`src/design/fplw_pkg.sv`:
```
// fplw_pkg: shared types, constants and helper functions of the four-level page table walker.
// Used by fplw_front, fplw_back and four_level_page_table_walker. No dependencies.
package fplw_pkg;

  localparam int unsigned VaWidth    = 48;
  localparam int unsigned PaWidth    = 52;
  localparam int unsigned PteWidth   = 64;
  localparam int unsigned IdxWidth   = 9;
  localparam int unsigned LevelWidth = 2;

  localparam logic [LevelWidth-1:0] TopLevel  = 2'd0;
  localparam logic [LevelWidth-1:0] LastLevel = 2'd3;

  // frame mask keeps bit 11 on purpose
  localparam logic [PaWidth-1:0] FrameMask = 52'hF_FFFF_FFFF_F800;

  localparam int unsigned PresentBit = 0;
  localparam int unsigned LargeBit   = 7;
  localparam int unsigned RootBadBit = 63;

  typedef enum logic {
    ITEM_REQUEST = 1'b0,
    ITEM_ENTRY   = 1'b1
  } item_kind_e;

  typedef enum logic {
    RES_FETCH = 1'b0,
    RES_DONE  = 1'b1
  } result_kind_e;

  typedef enum logic [1:0] {
    ST_OK          = 2'd0,
    ST_BAD_ROOT    = 2'd1,
    ST_NOT_PRESENT = 2'd2,
    ST_PROTOCOL    = 2'd3
  } status_e;

  // classified input beat, as held in the queue
  typedef struct packed {
    item_kind_e           kind;
    logic [VaWidth-1:0]   vaddr;
    logic                 root_bad;
    logic [PaWidth-1:0]   root_base;
    logic                 pte_present;
    logic                 pte_large;
    logic [PaWidth-1:0]   frame;
    logic [PteWidth-1:0]  pte;
  } item_t;

  // 9-bit table index for a level
  function automatic logic [IdxWidth-1:0] level_index(
    input logic [VaWidth-1:0]    va,
    input logic [LevelWidth-1:0] lvl
  );
    logic [IdxWidth-1:0] idx;
    case (lvl)
      2'd0:    idx = va[47:39];
      2'd1:    idx = va[38:30];
      2'd2:    idx = va[29:21];
      default: idx = va[20:12];
    endcase
    return idx;
  endfunction

  // page offset mask for a leaf found at a level
  function automatic logic [PaWidth-1:0] offset_mask(input logic [LevelWidth-1:0] lvl);
    logic [PaWidth-1:0] m;
    case (lvl)
      2'd0:    m = 52'h0_007F_FFFF_FFFF;
      2'd1:    m = 52'h0_0000_3FFF_FFFF;
      2'd2:    m = 52'h0_0000_001F_FFFF;
      default: m = 52'h0_0000_0000_0FFF;
    endcase
    return m;
  endfunction

  // base + index * 8, wraps at 52 bits
  function automatic logic [PaWidth-1:0] entry_address(
    input logic [PaWidth-1:0]    base,
    input logic [VaWidth-1:0]    va,
    input logic [LevelWidth-1:0] lvl
  );
    logic [PaWidth-1:0] offs;
    offs = {{(PaWidth-IdxWidth-3){1'b0}}, level_index(va, lvl), 3'b000};
    return base + offs;
  endfunction

endpackage

```
`src/design/fplw_front.sv`:
```
// fplw_front: accepts input beats, classifies them and holds them in a short queue.
// Depends on fplw_pkg.
module fplw_front #(
  parameter int unsigned QueueDepth = 2
) (
  input  logic                               clk_i,
  input  logic                               rst_ni,
  input  logic                               in_valid_i,
  output logic                               in_ready_o,
  input  logic                               kind_i,
  input  logic [63:0]                        virtual_address_i,
  input  logic [63:0]                        root_table_i,
  input  logic [63:0]                        table_entry_i,
  output logic                               item_valid_o,
  input  logic                               item_pop_i,
  output fplw_pkg::item_t                    item_o
);

  localparam int unsigned PtrWidth = (QueueDepth > 1) ? $clog2(QueueDepth) : 1;
  localparam int unsigned CntWidth = $clog2(QueueDepth + 1);
  localparam logic [PtrWidth-1:0] LastPtr = PtrWidth'(QueueDepth - 1);
  localparam logic [CntWidth-1:0] FullCnt = CntWidth'(QueueDepth);

  fplw_pkg::item_t             mem_q [QueueDepth];
  fplw_pkg::item_t             item_d;
  logic [PtrWidth-1:0]         wr_ptr_q, wr_ptr_d;
  logic [PtrWidth-1:0]         rd_ptr_q, rd_ptr_d;
  logic [CntWidth-1:0]         count_q, count_d;
  logic                        push, pop;

  // classify
  always_comb begin
    item_d.kind        = fplw_pkg::item_kind_e'(kind_i);
    item_d.vaddr       = virtual_address_i[fplw_pkg::VaWidth-1:0];
    item_d.root_bad    = root_table_i[fplw_pkg::RootBadBit];
    item_d.root_base   = root_table_i[fplw_pkg::PaWidth-1:0];
    item_d.pte_present = table_entry_i[fplw_pkg::PresentBit];
    item_d.pte_large   = table_entry_i[fplw_pkg::LargeBit];
    item_d.frame       = table_entry_i[fplw_pkg::PaWidth-1:0] & fplw_pkg::FrameMask;
    item_d.pte         = table_entry_i;
  end

  assign in_ready_o   = (count_q < FullCnt);
  assign push         = in_valid_i && in_ready_o;
  assign item_valid_o = (count_q != '0);
  assign pop          = item_pop_i && item_valid_o;
  assign item_o       = mem_q[rd_ptr_q];

  always_comb begin
    wr_ptr_d = wr_ptr_q;
    rd_ptr_d = rd_ptr_q;
    count_d  = count_q;
    if (push) begin
      wr_ptr_d = (wr_ptr_q == LastPtr) ? '0 : wr_ptr_q + 1'b1;
    end
    if (pop) begin
      rd_ptr_d = (rd_ptr_q == LastPtr) ? '0 : rd_ptr_q + 1'b1;
    end
    if (push && !pop) begin
      count_d = count_q + 1'b1;
    end else if (pop && !push) begin
      count_d = count_q - 1'b1;
    end
  end

  always_ff @(posedge clk_i or negedge rst_ni) begin
    if (!rst_ni) begin
      wr_ptr_q <= '0;
      rd_ptr_q <= '0;
      count_q  <= '0;
    end else begin
      wr_ptr_q <= wr_ptr_d;
      rd_ptr_q <= rd_ptr_d;
      count_q  <= count_d;
    end
  end

  always_ff @(posedge clk_i) begin
    if (push) begin
      mem_q[wr_ptr_q] <= item_d;
    end
  end

`ifndef ASSERT_OFF
  a_count_bound: assert property (@(posedge clk_i) disable iff (!rst_ni)
    count_q <= FullCnt)
    else $error("queue count beyond depth");

  a_count_track: assert property (@(posedge clk_i) disable iff (!rst_ni)
    (push && !pop) |=> count_q == $past(count_q) + 1'b1)
    else $error("queue count missed a push");
`endif

endmodule

```
`src/design/fplw_back.sv`:
```
// fplw_back: walk state and result register; carries out one queued beat per cycle
// while the output register is free or draining. Depends on fplw_pkg.
module fplw_back (
  input  logic                  clk_i,
  input  logic                  rst_ni,
  input  logic                  item_valid_i,
  output logic                  item_pop_o,
  input  fplw_pkg::item_t       item_i,
  output logic                  out_valid_o,
  input  logic                  out_ready_i,
  output logic                  result_kind_o,
  output logic [51:0]           fetch_address_o,
  output logic [51:0]           physical_address_o,
  output logic [63:0]           leaf_entry_o,
  output logic [1:0]            status_o,
  output logic [1:0]            entry_level_o
);

  logic                                   busy_q, busy_d;
  logic [fplw_pkg::LevelWidth-1:0]        level_q, level_d;
  logic [fplw_pkg::VaWidth-1:0]           vaddr_q, vaddr_d;
  logic [fplw_pkg::PaWidth-1:0]           base_q, base_d;
  logic                                   out_valid_q;
  logic                                   take;
  logic [fplw_pkg::LevelWidth-1:0]        next_level;

  fplw_pkg::result_kind_e                 rkind_d, rkind_q;
  logic [fplw_pkg::PaWidth-1:0]           fetch_d, fetch_q;
  logic [fplw_pkg::PaWidth-1:0]           phys_d, phys_q;
  logic [fplw_pkg::PteWidth-1:0]          leaf_d, leaf_q;
  fplw_pkg::status_e                      status_d, status_q;
  logic [fplw_pkg::LevelWidth-1:0]        plevel_d, plevel_q;

  assign take       = item_valid_i && (!out_valid_q || out_ready_i);
  assign item_pop_o = take;
  assign next_level = level_q + 1'b1;

  always_comb begin
    busy_d   = busy_q;
    level_d  = level_q;
    vaddr_d  = vaddr_q;
    base_d   = base_q;
    rkind_d  = fplw_pkg::RES_DONE;
    fetch_d  = '0;
    phys_d   = '0;
    leaf_d   = '0;
    status_d = fplw_pkg::ST_OK;
    plevel_d = level_q;
    if (item_i.kind == fplw_pkg::ITEM_REQUEST) begin
      if (busy_q) begin
        status_d = fplw_pkg::ST_PROTOCOL;
      end else if (item_i.root_bad) begin
        status_d = fplw_pkg::ST_BAD_ROOT;
        plevel_d = fplw_pkg::TopLevel;
      end else begin
        busy_d   = 1'b1;
        level_d  = fplw_pkg::TopLevel;
        vaddr_d  = item_i.vaddr;
        base_d   = item_i.root_base;
        rkind_d  = fplw_pkg::RES_FETCH;
        fetch_d  = fplw_pkg::entry_address(item_i.root_base, item_i.vaddr,
                                           fplw_pkg::TopLevel);
        plevel_d = fplw_pkg::TopLevel;
      end
    end else begin
      if (!busy_q) begin
        status_d = fplw_pkg::ST_PROTOCOL;
      end else if (!item_i.pte_present) begin
        status_d = fplw_pkg::ST_NOT_PRESENT;
        busy_d   = 1'b0;
        level_d  = fplw_pkg::TopLevel;
      end else if (level_q == fplw_pkg::LastLevel || item_i.pte_large) begin
        phys_d  = item_i.frame |
                  ({{(fplw_pkg::PaWidth-fplw_pkg::VaWidth){1'b0}}, vaddr_q} &
                   fplw_pkg::offset_mask(level_q));
        leaf_d  = item_i.pte;
        busy_d  = 1'b0;
        level_d = fplw_pkg::TopLevel;
      end else begin
        level_d  = next_level;
        base_d   = item_i.frame;
        rkind_d  = fplw_pkg::RES_FETCH;
        fetch_d  = fplw_pkg::entry_address(item_i.frame, vaddr_q, next_level);
        plevel_d = next_level;
      end
    end
  end

  always_ff @(posedge clk_i or negedge rst_ni) begin
    if (!rst_ni) begin
      busy_q      <= 1'b0;
      level_q     <= '0;
      vaddr_q     <= '0;
      base_q      <= '0;
      out_valid_q <= 1'b0;
    end else begin
      if (take) begin
        busy_q  <= busy_d;
        level_q <= level_d;
        vaddr_q <= vaddr_d;
        base_q  <= base_d;
      end
      if (take) begin
        out_valid_q <= 1'b1;
      end else if (out_ready_i) begin
        out_valid_q <= 1'b0;
      end
    end
  end

  always_ff @(posedge clk_i) begin
    if (take) begin
      rkind_q  <= rkind_d;
      fetch_q  <= fetch_d;
      phys_q   <= phys_d;
      leaf_q   <= leaf_d;
      status_q <= status_d;
      plevel_q <= plevel_d;
    end
  end

  assign out_valid_o        = out_valid_q;
  assign result_kind_o      = rkind_q;
  assign fetch_address_o    = fetch_q;
  assign physical_address_o = phys_q;
  assign leaf_entry_o       = leaf_q;
  assign status_o           = status_q;
  assign entry_level_o      = plevel_q;

`ifndef ASSERT_OFF
  a_idle_level: assert property (@(posedge clk_i) disable iff (!rst_ni)
    !busy_q |-> level_q == fplw_pkg::TopLevel)
    else $error("idle walker with nonzero level");

  a_fetch_busy: assert property (@(posedge clk_i) disable iff (!rst_ni)
    (take && rkind_d == fplw_pkg::RES_FETCH) |=> busy_q)
    else $error("fetch issued but walker not busy");

  a_fault_idle: assert property (@(posedge clk_i) disable iff (!rst_ni)
    (take && (status_d == fplw_pkg::ST_BAD_ROOT || status_d == fplw_pkg::ST_NOT_PRESENT))
      |=> !busy_q)
    else $error("fault left walker busy");

  a_level_step: assert property (@(posedge clk_i) disable iff (!rst_ni)
    (take && item_i.kind == fplw_pkg::ITEM_ENTRY && rkind_d == fplw_pkg::RES_FETCH)
      |=> level_q == $past(next_level))
    else $error("level did not advance on descent");
`endif

endmodule

```
`src/design/four_level_page_table_walker.sv`:
```
// four_level_page_table_walker: top level, front queue feeding the walk back end.
// Depends on fplw_pkg, fplw_front and fplw_back.

// Four-level page table walker, one table level per input beat. A request beat
// (kind 0) starts a walk and is answered with a fetch of the top-level entry at
// root + index*8; each entry beat (kind 1) returned from memory is checked and
// answered with either the next fetch or a finished result (physical address and
// raw leaf entry, or a fault status). Every input beat gives exactly one result
// beat, in order. The front end classifies beats into a QueueDepth-entry queue
// and the back end applies one queued beat per cycle to the walk state while the
// output register is free or being drained, writing the result into that register.
// Throughput is one beat per cycle when the output side keeps up; an accepted
// beat is written into the queue and from there into the output register. Input
// ready drops only when the queue is full. A request during a walk, or an entry
// with no walk in progress, gets a protocol-error result and leaves the walk
// untouched. Root bit 63 set faults at once.
module four_level_page_table_walker #(
  parameter int unsigned QueueDepth = 2
) (
  input  logic         clk_i,
  input  logic         rst_ni,
  input  logic         in_valid_i,
  output logic         in_ready_o,
  input  logic         kind_i,
  input  logic [63:0]  virtual_address_i,
  input  logic [63:0]  root_table_i,
  input  logic [63:0]  table_entry_i,
  output logic         out_valid_o,
  input  logic         out_ready_i,
  output logic         result_kind_o,
  output logic [51:0]  fetch_address_o,
  output logic [51:0]  physical_address_o,
  output logic [63:0]  leaf_entry_o,
  output logic [1:0]   status_o,
  output logic [1:0]   entry_level_o
);

  // queue head into the back end
  logic            item_valid;
  logic            item_pop;
  fplw_pkg::item_t item;

  fplw_front #(
    .QueueDepth (QueueDepth)
  ) u_front (
    .clk_i             (clk_i),
    .rst_ni            (rst_ni),
    .in_valid_i        (in_valid_i),
    .in_ready_o        (in_ready_o),
    .kind_i            (kind_i),
    .virtual_address_i (virtual_address_i),
    .root_table_i      (root_table_i),
    .table_entry_i     (table_entry_i),
    .item_valid_o      (item_valid),
    .item_pop_i        (item_pop),
    .item_o            (item)
  );

  // back end pops when its output register is free or being drained
  fplw_back u_back (
    .clk_i              (clk_i),
    .rst_ni             (rst_ni),
    .item_valid_i       (item_valid),
    .item_pop_o         (item_pop),
    .item_i             (item),
    .out_valid_o        (out_valid_o),
    .out_ready_i        (out_ready_i),
    .result_kind_o      (result_kind_o),
    .fetch_address_o    (fetch_address_o),
    .physical_address_o (physical_address_o),
    .leaf_entry_o       (leaf_entry_o),
    .status_o           (status_o),
    .entry_level_o      (entry_level_o)
  );

endmodule

```
`config.mk`:
```
export PLATFORM = sky130hd
export DESIGN_NAME = four_level_page_table_walker
export DESIGN_NICKNAME = d
export VERILOG_FILES = /design/src/design/fplw_pkg.sv /design/src/design/fplw_front.sv /design/src/design/fplw_back.sv /design/src/design/four_level_page_table_walker.sv
export SDC_FILE = /design/constraint.sdc
export NUM_CORES = 1
export LEC_CHECK = 0
export BUFFER_PORTS_ARGS = -buffer_cell sky130_fd_sc_hd__buf_2
export CAP_MARGIN = 15
export CORE_ASPECT_RATIO = 1.5
export CORE_MARGIN = 2
export CORE_UTILIZATION = 50
export DETAILED_ROUTE_END_ITERATION = 10
export PLACE_DENSITY = 0.69
export SETUP_SLACK_MARGIN = 0.1
export SLEW_MARGIN = 25
export SYNTH_ARGS = -nofsm -noshare
export SYNTH_HDL_FRONTEND = slang
export SYNTH_HIERARCHICAL = 1
export SYNTH_SLANG_ARGS = --single-unit
```
`constraint.sdc`:
```
create_clock -name clk_i -period 19.9 [get_ports clk_i]
set_input_delay 0.995 -clock clk_i [delete_from_list [all_inputs] [get_ports clk_i]]
set_output_delay 0.995 -clock clk_i [all_outputs]
set_load 0.03 [all_outputs]
```
**Word level (Yosys, flattened, before mapping)**

Memories as Yosys holds them, arrays and structs flattened.
Cells that the tools add are included.
W data, S select, Z words.

- Bits of input ports: 197
- Bits in registers: 229
- Memories kept: 1
- RAM bits: 418

- Reductions and logical operators: 18
- Equality and inequality tests: 8
- Add/subtract/negate cells: 7
- $lt $le $gt $ge: 1
- Muxes and demuxes: 55
- Bitwise operators: 5

Memories:

| name | depth | width | rd ports | clocked after Yosys merged registers in | wr ports | RTL line | RTL |
|---|---|---|---|---|---|---|---|
| u_front.mem_q | 2 | 209 | 1 | 0 | 1 | fplw_front.sv:24 | `fplw_pkg::item_t mem_q [QueueDepth];` |

Operators by type and width:

| cell | count |
|---|---|
| $mux W52 | 10 |
| $pmux W39 S3 | 1 |
| $add A52 B12 Y52 | 2 |
| $mux W9 | 7 |
| $and A48 B52 Y52 | 1 |
| $or A52 B52 Y52 | 1 |
| $mux W2 | 17 |
| $pmux W9 S3 | 1 |
| $mux W1 | 19 |
| $reduce_and A4 Y1 | 3 |
| $eq A2 B2 Y1 const B | 3 |
| $reduce_bool A2 Y1 | 3 |
| $logic_and A1 B1 Y1 | 5 |
| $add A2 B1 Y2 const B | 2 |
| $eq A2 B1 Y1 const B | 2 |
| $logic_not A2 Y1 | 2 |
| $ne A2 B1 Y1 const B | 2 |
| $logic_not A1 Y1 | 3 |
| $not A1 Y1 | 3 |
| $add A1 B1 Y1 const B | 2 |
| $logic_or A1 B1 Y1 | 2 |
| $lt A2 B2 Y1 const B | 1 |
| $ne A2 B2 Y1 const B | 1 |
| $sub A2 B1 Y2 const B | 1 |

**Longest topological paths before layout**

Gate-level depths: netlist (run 1).

- Depth in word-level cells: 12
- Depth in mapped cells: 15

**Modules after synthesis**

Netlist (run 1), hierarchy kept.

Modules (own cells, without submodules):

| module | sequential area each (µm²) | cells each | times used | area an instance (µm²) |
|---|---|---|---|---|
| fplw_front | 10069.7 | 589 | 1 | 13123.8 |
| fplw_back | 6496.2 | 946 | 1 | 11348.4 |

**Worst setup path before layout (run 1)**

OpenSTA, ideal clock, no wires.

- Kind: input to register
- Start point: input port in_valid_i
- End point: memory u_front/mem_q[0][100] (netlist name) (enable)
- Buffers on the path: 0
- Setup slack: 10.633 ns
- Library setup time: 0.714 ns
- Stages on the path: 2
- Arrival time: 8.553 ns
- Data required time: 19.186 ns
- Cell sequence: nor2b_1 -> nor2b_1

- Longest elaborated chain between the ends: 3

RTL lines:

| item | RTL line | RTL |
|---|---|---|
| start, declared | four_level_page_table_walker.sv:22 | `input logic in_valid_i,` |
| $logic_and A1 B1 Y1 | fplw_front.sv:44 | `assign push = in_valid_i && in_ready_o;` |
| $mux W1 | fplw_front.sv:79 | `if (push) begin` |
| $mux W1 (not written as such) | fplw_front.sv:80 | `mem_q[wr_ptr_q] <= item_d;` |
| end, declared | fplw_front.sv:24 |  |

No other way between the ends.

==> metrics, run 1 <==
input/output buffers=between 300 and 400; CTS H-tree depth=2; final-layout fill cell count=about 4000; sequential cell area=around 17000 sq um; share of the yosys chip area belonging to registers=0.6769; total power=between 0.004 and 0.005 W; fraction of the mapped netlist area in simple logic gates=0.06657; I/O pin cnt=roughly 370; final hold viol count=0; min-delay worst type=flip-flop to flip-flop; Critical R2R Launch=u_front/rd_ptr_q$_DFFE_PN0P_; CP bufs+invs=1; net switching component of the power=approximately 0.0017 W; met3 Resource Use GR=0.03455; peak fanout along the critical path=between 100 and 150; adder-cell share of the synthesized area=0.01595; vias in the first global route=14308; total routing usage reported by global routing=0.2279; critical-path cell with the highest stage delay=sky130_fd_sc_hd__a2bb2oi_2; GRT overflow=0; critical path's top delay family=compound AO/OA/AOI/OAI gates; maximum vdd drop=0.09439 mV; routed wire length=roughly 59 mm; number of nets in the layout=roughly 2100; flip-flop cell with the highest count after synthesis=sky130_fd_sc_hd__edfxtp_1; worst endpoint required time=20.20 ns; number of post-CTS setup repair buffers=0; peak per-stage delay on the critical path=around 0.86 ns; largest net degree at the start of global routing=between 100 and 150; hold slack final=between 0.5 and 0.6 ns; Skew-Pair Late Insertion Delay=a little under 0.6 ns; Max clock buf depth=3; Layout Skew=0.02044 ns; share of power burned in combinational logic=0.384; detailed router's first-iteration violation count=slightly above 1000; cell count of the worst hold path=1; count of standard-cell rows=a little under 100; start point of the worst hold path=u_back/vaddr_q[7]$_DFFE_PN0P_; arrival time worst endpoint=5.11 ns; number of antenna violations at the first check in global routing=17; crit-path cells=buf_12, mux2_2, ha_1, fa_1, a21o_1, a221o_1, a2bb2oi_2, nor4b_1, xnor2_1, o22ai_1; shortest clock period the worst path allows after layout=between 4 and 5 ns; Power Density=~160 nW/um^2; cell-internal power=roughly 0.0029 W; area of the die=a little over 50000 sq um; met2 usage in global routing=0.4167; setup total negative slack=0 ns; wire length per cell=approximately 23 microns; top cell type by total area after synthesis=sky130_fd_sc_hd__edfxtp_1; mux cell area share after synthesis=0.1221; unrepaired setup endpoints after global routing=false; top-area cell type share of the netlist area=0.6197; share of flip-flops with an asynchronous set or reset after synthesis=0.09982; most frequent cell after synthesis=sky130_fd_sc_hd__edfxtp_1; Net Sw Frac=0.3705; register-to-register setup slack=15.09 ns; sequential share of power=0.402; post-synthesis area per instance=15.94 sq um; kind of start point of the critical path=flip-flop; Hold Buf Count CTS=0; CTS Root Cell=sky130_fd_sc_hd__clkbuf_16; Starting Density=0.5040; endpoint of the worst register-to-register path=u_back/fetch_address_o[43]$_DFFE_PP_; number of resized instances in the post-cts repair step=0; Endpoint, Worst Hold=u_back/vaddr_q[7]$_DFFE_PN0P_; DIE WIDTH=around 180 microns; number of max-slew violations in the final report=0; category of the critical setup timing path=flip-flop to flip-flop; Warnings, synthesis=6; routability congestion estimate=approximately 0.9; TritonCTS clock tree=yes; count of final setup violators=0; biggest area contributors in the synthesized netlist=sky130_fd_sc_hd__edfxtp_1, sky130_fd_sc_hd__mux2_4, sky130_fd_sc_hd__dfrtp_1; clock-pin slew on the worst setup and hold paths=around 0.06 ns; number of storage elements in the synthesis netlist=around 560; length in cells of the worst reg-to-reg path=10; total standard cell area after synthesis=between 20000 and 25000 sq um; Clock Power Share=0.214; startpoint of the worst setup timing path=u_front/rd_ptr_q$_DFFE_PN0P_; result of the run=complete, no violations; multi-input logic area=~7100 sq um; final cycle utilization of the critical path=0.2415; DRC=0; share of the synthesized area in compound gates (AO/OA/AOI/OAI)=0.04632; share of final-layout standard cells stronger than drive strength 1=0.3567; number of distinct standard cells referenced by the synthesized netlist=62; area grow syn2layout=15.18%; Antenna Violating Nets Remaining=0; top cells by instance count after synthesis=sky130_fd_sc_hd__edfxtp_1, sky130_fd_sc_hd__mux2_4, sky130_fd_sc_hd__mux2_2; element type at the critical path end=flip-flop; post-synthesis xor/xnor area fraction=0.03543; met1 GRT Util=0.2628; leakage dissipation=10.78 nW; total CTS buffers=between 50 and 60; relative slew slack=0.2836; CORE AREA=slightly below 50000 sq um; maximum capacitance violations=0; number of iterations in the first detailed-routing pass=5; Peak Freq=between 200 and 250 MHz; Worst Tran Pin Value=~1.1 ns; number of flops mapped to enable cells by yosys=~510; count of clock tree sinks=approximately 560; global-route layer with the greatest usage=met2; via count=roughly 14000; Die Y-Extent=275.0 microns; largest family of logic cells by synthesized area=multiplexers; DP Wirelength=40.45 mm; routed via count divided by cell count=around 5.5; first-pass GRT wire length=85.29 mm; cell count after synthesis=between 1500 and 2000
[cells in the final DEF (no fill, tap or decap), types with 6 or more instances in the layout]
cell type                   Yosys  final
sky130_fd_sc_hd__edfxtp_1     505    505
sky130_fd_sc_hd__diode_2        0     14
sky130_fd_sc_hd__nand2_1       35     34
sky130_fd_sc_hd__a222oi_1       9      9
sky130_fd_sc_hd__a21o_1         8      8
sky130_fd_sc_hd__a21oi_1       43     43
sky130_fd_sc_hd__o21ai_0       12      9
sky130_fd_sc_hd__and2_1        82     81
sky130_fd_sc_hd__clkbuf_1      45     14
sky130_fd_sc_hd__and3_1         7      7
sky130_fd_sc_hd__mux2_2        84     84
sky130_fd_sc_hd__mux2i_1        9      9
sky130_fd_sc_hd__clkinv_1       1      9
sky130_fd_sc_hd__clkinv_2       0      6
sky130_fd_sc_hd__nor2_1        75     74
sky130_fd_sc_hd__xor2_1        39     39
sky130_fd_sc_hd__nand3_1       27     27
sky130_fd_sc_hd__xnor2_1       60     60
sky130_fd_sc_hd__nand4_1       27     27
sky130_fd_sc_hd__mux2_4       130    130
sky130_fd_sc_hd__dfrtp_1       56     55
sky130_fd_sc_hd__nor3_1        15     14
sky130_fd_sc_hd__inv_1         30     29
sky130_fd_sc_hd__ha_1          28     28
sky130_fd_sc_hd__conb_1         1     11
sky130_fd_sc_hd__clkbuf_8       0      6
sky130_fd_sc_hd__clkbuf_16      0     51
sky130_fd_sc_hd__o22ai_1       47     47
sky130_fd_sc_hd__buf_2          4    344
sky130_fd_sc_hd__a211oi_1      16     16
sky130_fd_sc_hd__buf_4         54     16
[worst max path at each step]
stage                                      endpoint  cells after the start  slack, ns
6_report       u_back/fetch_address_o[43]$_DFFE_PP_                     10      15.09
5_1_grt        u_back/fetch_address_o[43]$_DFFE_PP_                     10      14.89
4_1_cts        u_back/fetch_address_o[43]$_DFFE_PP_                     10      15.07
3_5_place_dp   u_back/fetch_address_o[25]$_DFFE_PP_                     10      15.12
3_3_place_gp   u_back/fetch_address_o[23]$_DFFE_PP_                     10      15.19
2_1_floorplan       u_front/mem_q[0][100]$_DFFE_PP_                      2      10.63
[layout make-up]
| type | count | area share |
|---|---|---|
| clock buffers | 71 | 0.05007 |
| inverters | 31 | 0.004394 |
| diodes | 14 | 0.001243 |
| repair buffers | 361 | 0.06605 |
| multi-input cells | 833 | 0.2522 |
| flip-flops and latches | 561 | 0.5878 |
| clock inverters | 24 | 0.009099 |
| well taps | 656 | 0.02912 |
[power by group through the flow]
stage                     combinational (W)  sequential (W)  clock (W)
after floorplan                     0.00104         0.00213          0
after global placement              0.00171         0.00184          0
after detailed placement            0.00174         0.00185          0
after CTS                           0.00175         0.00183   0.000997
after global routing                0.00187         0.00186    0.00104
final                               0.00175         0.00183   0.000975
[cells by family after synthesis]
| family | count (synthesis) |
|---|---|
| AOI/OAI and AO/OA | 168 |
| and+or+nand+nor | 302 |
| adders and majority gates | 30 |
| buffers and inverters | 151 |
| muxes | 223 |
| DFF | 561 |
| xor gates and xnor gates | 99 |
| other | 1 |
[per-stage QoR]
step                      instance area (sq um)    util  worst slack (ns)  std cells
after floorplan                           24510       -             10.63       1545
after global placement                    26470  0.5452             15.19       2442
after detailed placement                  26480  0.5454             15.12       2442
after CTS                                 28150  0.5797             15.07       2537
after global routing                      28180  0.5804             14.89       2549
final                                     28190  0.5805             15.09       2551
[state kept, by name, summed over array words and instances, names as in the netlist, 2 cells and up]
register and flops:
u_front/mem_q 332, u_front/count_q 2, u_back/fetch_address_o 52, u_back/status_o 2, u_back/vaddr_q 48, u_back/level_q 2, u_back/physical_address_o 52, u_back/entry_level_o 2
u_back/leaf_entry_o 64
[routing by layer]
metal | up-vias | routed length (microns)
li1 | 6363 | -
met2 | 516 | 31550
met1 | 6973 | 21990
met3 | 133 | 3292
met5 | - | 38
met4 | 6 | 2310
Note: power is estimated with default switching activity, not from simulation.
==> inputs of run 2 (changes only) <==
- clock period: 19.9 -> 4.8 ns (I/O delays scaled with it)
==> run 2 against run 1 <==
  * Worst setup slack got worse by 14 ns
  * Clock power rose to 4.3 times the previous value
  * Sequential power rose to 4.1 times the previous value
  * First-iteration DRC count shrank 4.5%
  * Wire length grew 3.3%
  * Final cell count grew 6.7%
  * Highest routed layer is now met4
==> metrics, run 2 (synthesis gave the netlist of run 1 again) <==
hold slack final=0.09696 ns (-0.4096 ns); Skew-Pair Late Insertion Delay=0.59 ns (about the same); Critical R2R Launch=u_back/level_q[0]$_DFFE_PN0P_; CTS H-tree depth=2 (unchanged); setup total negative slack=0 ns (unchanged); wire length per cell=22.48 microns (-3.1%); routed wire length=61.17 mm (+3.3%); DIE WIDTH=184.6 microns (unchanged); Max clock buf depth=3 (unchanged); Die Y-Extent=275.0 microns (unchanged); largest net degree at the start of global routing=174 (+37%); clock-pin slew on the worst setup and hold paths=0.07 ns (about the same); result of the run=complete, no violations; leakage dissipation=11.58 nW (+7.4%); first-pass GRT wire length=89.17 mm (+4.5%); unrepaired setup endpoints after global routing=false; startpoint of the worst setup timing path=u_back/level_q[0]$_DFFE_PN0P_; input/output buffers=344 (unchanged); total CTS buffers=52 (+2.0%); number of max-slew violations in the final report=0 (unchanged); final-layout fill cell count=3635 (-6.5%); count of final setup violators=0 (unchanged); via count=14793 (+5.7%); critical-path cell with the highest stage delay=sky130_fd_sc_hd__ha_1; area of the die=50770 sq um (unchanged); vias in the first global route=15274 (+6.8%); total routing usage reported by global routing=0.2361 (+0.008208); start point of the worst hold path=in_valid_i; crit-path cells=inv_1, ha_1, a222oi_1, mux2i_1, ha_1, o211ai_1, o21ai_0, o211a_1, nand4_1, xnor2_1, o22ai_1; critical path's top delay family=compound AO/OA/AOI/OAI gates; maximum capacitance violations=0 (unchanged); min-delay worst type=input port to flip-flop; final hold viol count=0 (unchanged); kind of start point of the critical path=flip-flop; Power Density=641.9 nW/um^2 (+300%); count of clock tree sinks=561 (unchanged); most frequent cells in the layout=sky130_fd_sc_hd__edfxtp_1, sky130_fd_sc_hd__buf_2, sky130_fd_sc_hd__dlygate4sd3_1, sky130_fd_sc_hd__mux2_4, sky130_fd_sc_hd__mux2_2; shortest clock period the worst path allows after layout=3.875 ns (-0.9307 ns); DRC=0 (unchanged); most common cell type on the critical path=sky130_fd_sc_hd__ha_1; I/O pin cnt=372 (unchanged); sequential cell area=16570 sq um (unchanged); element type at the critical path end=flip-flop; register-to-register setup slack=0.92 ns (-14.17 ns); number of iterations in the first detailed-routing pass=6 (+1); DP Wirelength=40.79 mm (+0.82%); category of the critical setup timing path=flip-flop to flip-flop; number of antenna violations at the first check in global routing=5 (-12); peak fanout along the critical path=18 (-83%); number of post-CTS setup repair buffers=0 (unchanged); share of final-layout standard cells stronger than drive strength 1=0.3317 (-0.02501); detailed router's first-iteration violation count=988 (-4.5%); leading cell type in the layout, fill and taps excluded=sky130_fd_sc_hd__edfxtp_1; CORE AREA=48560 sq um (unchanged); peak per-stage delay on the critical path=0.69 ns (-0.17 ns); number of nets in the layout=2243 (+8.6%); Layout Skew=0.02677 ns (+0.006333 ns); flip-flop count of the largest register, all copies and words added=332 (unchanged); routed via count divided by cell count=5.437 (-0.87%); Peak Freq=258.1 MHz (+24%); multi-input logic area=7109 sq um (unchanged); worst endpoint required time=5.09 ns (-15.11 ns); Antenna Violating Nets Remaining=0 (unchanged); routability congestion estimate=0.8826 (+0.56%); relative slew slack=0.2927 (+0.009151); count of standard-cell rows=99 (unchanged); maximum vdd drop=0.4078 mV (+330%); TritonCTS clock tree=yes; final cycle utilization of the critical path=0.8073 (+0.5658); Worst Tran Pin Value=1.057 ns (-0.01651 ns); area grow syn2layout=22.96%; CTS Root Cell=sky130_fd_sc_hd__clkbuf_16; arrival time worst endpoint=4.16 ns (-0.95 ns); register name with the most flops=u_front/mem_q; Starting Density=0.5040 (unchanged); GRT overflow=0 (unchanged); CP bufs+invs=1 (unchanged)
==> run 2: layout make-up <==
cell class | count | area share
multi-input combinational | 833 | 0.2363
clock inverter | 32 | 0.01131
clock buffer | 65 | 0.04624
timing repair buffer | 537 | 0.1237
inverter | 31 | 0.003992
antenna | 6 | 0.0004990
sequential | 561 | 0.5507
tap | 656 | 0.02728
==> run 2: through the flow <==
stage / setup WS [ns] / total power [W] / cells / cell area, sq um / util
floorplan: 0.6955 / 0.01306 / 1545 / 24520 / -
global placement: 1.075 / 0.01483 / 2449 / 26620 / 0.5483
detailed placement: 1.012 / 0.01500 / 2449 / 26630 / 0.5484
CTS: 0.9277 / 0.01935 / 2714 / 30040 / 0.6187
global route: 0.6891 / 0.02016 / 2720 / 30090 / 0.6196
finish: 0.9250 / 0.01932 / 2721 / 30090 / 0.6197
==> run 2: report_power, final <==
part	leakage, nW	total [W]	internal, W	switching (W)
clock	0.839	0.00422	0.00243	0.00179
combinational	5.27	0.00751	0.00278	0.00473
sequential	5.47	0.00758	0.00700	0.000583
total	11.6	0.0193	0.0122	0.00710
==> run 2: routing by layer <==
layer	global-route usage	wire length, microns
met1	0.2715	22170
met2	0.4353	32450
met3	0.03164	3638
met4	0.1080	2906
met5	0	0
==> run 2: tightest hold or removal path, delay by kind of cell <==
kind / cells / cell delay (ns)
buffers and inverters: 1 / 0.09
xor gates and xnor gates: 1 / 0.14
and+or+nand+nor: 1 / 0.17
==> run 2: final timing paths <==
check	end	depth (start not counted)
worst max-delay path	u_back/fetch_address_o[26]$_DFFE_PP_	11
worst min-delay path	u_front/wr_ptr_q$_DFFE_PN0P_	3
worst max register to register	u_back/fetch_address_o[26]$_DFFE_PP_	11
worst min register to register	u_back/vaddr_q[1]$_DFFE_PN0P_	1
max in group asynchronous	u_front/rd_ptr_q$_DFFE_PN0P_	3
min in group asynchronous	u_back/vaddr_q[2]$_DFFE_PN0P_	3
==> run 2: timing repair <==
item / 4_1_cts / 5_1_grt
endpoints found under the hold margin: 389 / 0
gates resized for setup: 0 / 0
hold buffers: 168 / 0
==> inputs of run 3 (changes only) <==
- PLACE_DENSITY: 0.69 -> 0.71
- clock period: 4.8 -> 3.5 ns (I/O delays scaled with it)
==> run 3 against run 2 <==
  * The flow now finishes with violations (DRC)
  * Via count hardly changed
  * Final area increased by 0.60%
  * Die area unchanged
  * Sequential cell count stayed put
  * Critical endpoint is now u_back/fetch_address_o[24]$_DFFE_PP_
  * Largest power group is now combinational logic
  * Highest routed layer unchanged
==> metrics, run 3 (synthesis gave the netlist of run 1 again) <==
kind of start point of the critical path=flip-flop; maximum vdd drop=0.5146 mV (+26%); Worst Tran Pin Value=1.135 ns (+0.07740 ns); category of the critical setup timing path=flip-flop to flip-flop; end point of the critical path=u_back/fetch_address_o[24]$_DFFE_PP_; DP Wirelength=41.58 mm (+1.9%); unrepaired setup endpoints after global routing=true; CTS Root Cell=sky130_fd_sc_hd__clkbuf_16; instance area at placement=26840 sq um (+0.81%); count of standard-cell rows=99 (unchanged); TritonCTS clock tree=yes; post-placement worst setup slack=0.03259 ns (-0.9793 ns); final cell count without fillers=2744 (+0.85%); startpoint of the worst setup timing path=u_front/rd_ptr_q$_DFFE_PN0P_; CORE AREA=48560 sq um (unchanged); maximum capacitance violations=0 (unchanged); share of final-layout standard cells stronger than drive strength 1=0.3431 (+0.01138); multi-input logic area=7131 sq um (+0.30%); input/output buffers=344 (unchanged); clock-pin slew on the worst setup and hold paths=0.07 ns (about the same); routed wire length=60.73 mm (-0.71%); met3 WL=3.241 mm (-11%); DIE WIDTH=184.6 microns (unchanged); setup total negative slack=0 ns (unchanged); register-to-register setup slack=0.16 ns (-0.76 ns); GRT overflow=0 (unchanged); routability congestion estimate=0.8711 (-1.3%); count of final setup violators=0 (unchanged); length in cells of the worst reg-to-reg path=10 (-1); highest routed layer=met4; number of iterations in the first detailed-routing pass=11 (+5); total CTS buffers=50 (-3.8%); final standard cell area without fillers=30270 sq um (+0.60%); violations in the final reports=DRC; leakage dissipation=11.68 nW (+0.87%); number of nets in the layout=2270 (+1.2%); WL met1=22.76 mm (+2.6%); relative slew slack=0.2436 (-0.04910); arrival time worst endpoint=3.61 ns (-0.55 ns); largest net degree at the start of global routing=131 (-25%); Antenna Violating Nets Remaining=0 (unchanged); number of antenna violations at the first check in global routing=4 (-1); DRC=2 (+2); via count=14790 (-0.020%); first-pass GRT wire length=89.80 mm (+0.71%); number of max-slew violations in the final report=0 (unchanged); Peak Freq=299.5 MHz (+16%); most frequent cells in the layout=sky130_fd_sc_hd__edfxtp_1, sky130_fd_sc_hd__buf_2, sky130_fd_sc_hd__dlygate4sd3_1, sky130_fd_sc_hd__mux2_4, sky130_fd_sc_hd__mux2_2; vias in the first global route=15232 (-0.27%); placed cell count=2475 (+1.1%); flip-flop count of the largest register, all copies and words added=332 (unchanged); routed via count divided by cell count=5.390 (-0.86%); total routing usage reported by global routing=0.2364 (+0.0002874); wire length per cell=22.13 microns (-1.5%); sequential cell area=16570 sq um (about the same); worst endpoint required time=3.77 ns (-1.32 ns); count of clock tree sinks=561 (unchanged); final-layout fill cell count=3643 (+0.22%); final cycle utilization of the critical path=0.9539 (+0.1466); result of the run=finished with violations; endpoint of the worst register-to-register path=u_back/fetch_address_o[24]$_DFFE_PP_; DR WL met2=32.57 mm (+0.38%); I/O pin cnt=372 (unchanged); peak fanout along the critical path=19 (+1); CTS H-tree depth=2 (unchanged); Layout Skew=0.02474 ns (-0.002031 ns); area of the die=50770 sq um (unchanged); detailed router's first-iteration violation count=1118 (+13%); register name with the most flops=u_front/mem_q; area grow syn2layout=23.70%; min-delay worst type=input port to flip-flop; Power Density=874.2 nW/um^2 (+36%); Starting Density=0.5040 (unchanged); Critical R2R Launch=u_front/rd_ptr_q$_DFFE_PN0P_; shortest clock period the worst path allows after layout=3.339 ns (-0.5364 ns); Die Y-Extent=275.0 microns (unchanged); element type at the critical path end=flip-flop; worst path setup slack after routing=0.1613 ns (-0.7636 ns); leading cell type in the layout, fill and taps excluded=sky130_fd_sc_hd__edfxtp_1; final hold viol count=0 (unchanged); Skew-Pair Late Insertion Delay=0.58 ns (about the same); Max clock buf depth=3 (unchanged)
run 3: changes by cell type in the layout (fill, tap and decap cells not counted), moves of 3 or more:
cell,change
sky130_fd_sc_hd__buf_4,+26
sky130_fd_sc_hd__clkinv_2,-4
sky130_fd_sc_hd__buf_12,+3
sky130_fd_sc_hd__bufinv_16,-3
run 3: repair_timing:
action	4_1_cts	5_1_grt
gates resized for setup	1	6
pin swaps	0	1
gates cloned	0	0
endpoints found under the setup margin	15	29
hold buffers	168	0
hold endpoints to repair	374	0
buffers inserted	4	0
run 3: where the power goes:
part	switching [W]	internal [W]	total, W
clock	0.00239	0.00313	0.00552
combinational	0.00654	0.00401	0.0105
sequential	0.000791	0.00960	0.0104
total	0.00972	0.0167	0.0265
run 3: worst max-delay path: stages, from the launching register on:
cell                       delay, ns
sky130_fd_sc_hd__dfrtp_4        0.53
sky130_fd_sc_hd__buf_12         0.16
sky130_fd_sc_hd__buf_12         0.16
sky130_fd_sc_hd__mux2_4         0.33
sky130_fd_sc_hd__ha_1           0.36
sky130_fd_sc_hd__a21o_1         0.23
sky130_fd_sc_hd__a31oi_2        0.48
sky130_fd_sc_hd__buf_4          0.29
sky130_fd_sc_hd__a211oi_1       0.10
sky130_fd_sc_hd__xnor2_1        0.25
sky130_fd_sc_hd__o22ai_1        0.13
run 3: stage by stage:
step	utilization	hold WS, ns	power [W]
after floorplan	-	-0.1206	0.01793
after global placement	0.5524	0.3617	0.02045
after detailed placement	0.5529	0.1458	0.02067
after CTS	0.6228	0.02626	0.02650
after global routing	0.6234	0.06662	0.02763
final	0.6234	0.04620	0.02646
run 3: routing by layer:
metal | global-route usage | vias up
met3 | 0.03137 | 124
met1 | 0.2798 | 7328
met2 | 0.4351 | 580
li1 | - | 6758
met5 | 0 | -
met4 | 0.09169 | 0
run 3: area by class of cell:
class | count | share of cell area
Timing Repair Buffer | 566 | 0.1310
Inverter | 31 | 0.003968
Multi-Input combinational cell | 833 | 0.2356
Antenna cell | 4 | 0.0003307
Tap cell | 656 | 0.02711
Clock buffer | 66 | 0.04642
Sequential cell | 561 | 0.5474
Clock inverter | 27 | 0.008143
run 3: worst min-delay path by stage:
stage	startpoint	endpoint	slack, ns	depth (start not counted)
finish	in_valid_i	u_front/wr_ptr_q$_DFFE_PN0P_	0.05	3
global route	in_valid_i	u_front/wr_ptr_q$_DFFE_PN0P_	0.07	3
CTS	in_valid_i	u_front/wr_ptr_q$_DFFE_PN0P_	0.03	3
detailed placement	rst_ni	u_back/vaddr_q[1]$_DFFE_PN0P_	0.15	1
global placement	table_entry_i[60]	u_front/mem_q[0][60]$_DFFE_PP_	0.36	1
floorplan	rst_ni	u_back/busy_q$_DFFE_PN0P_	-0.12	0
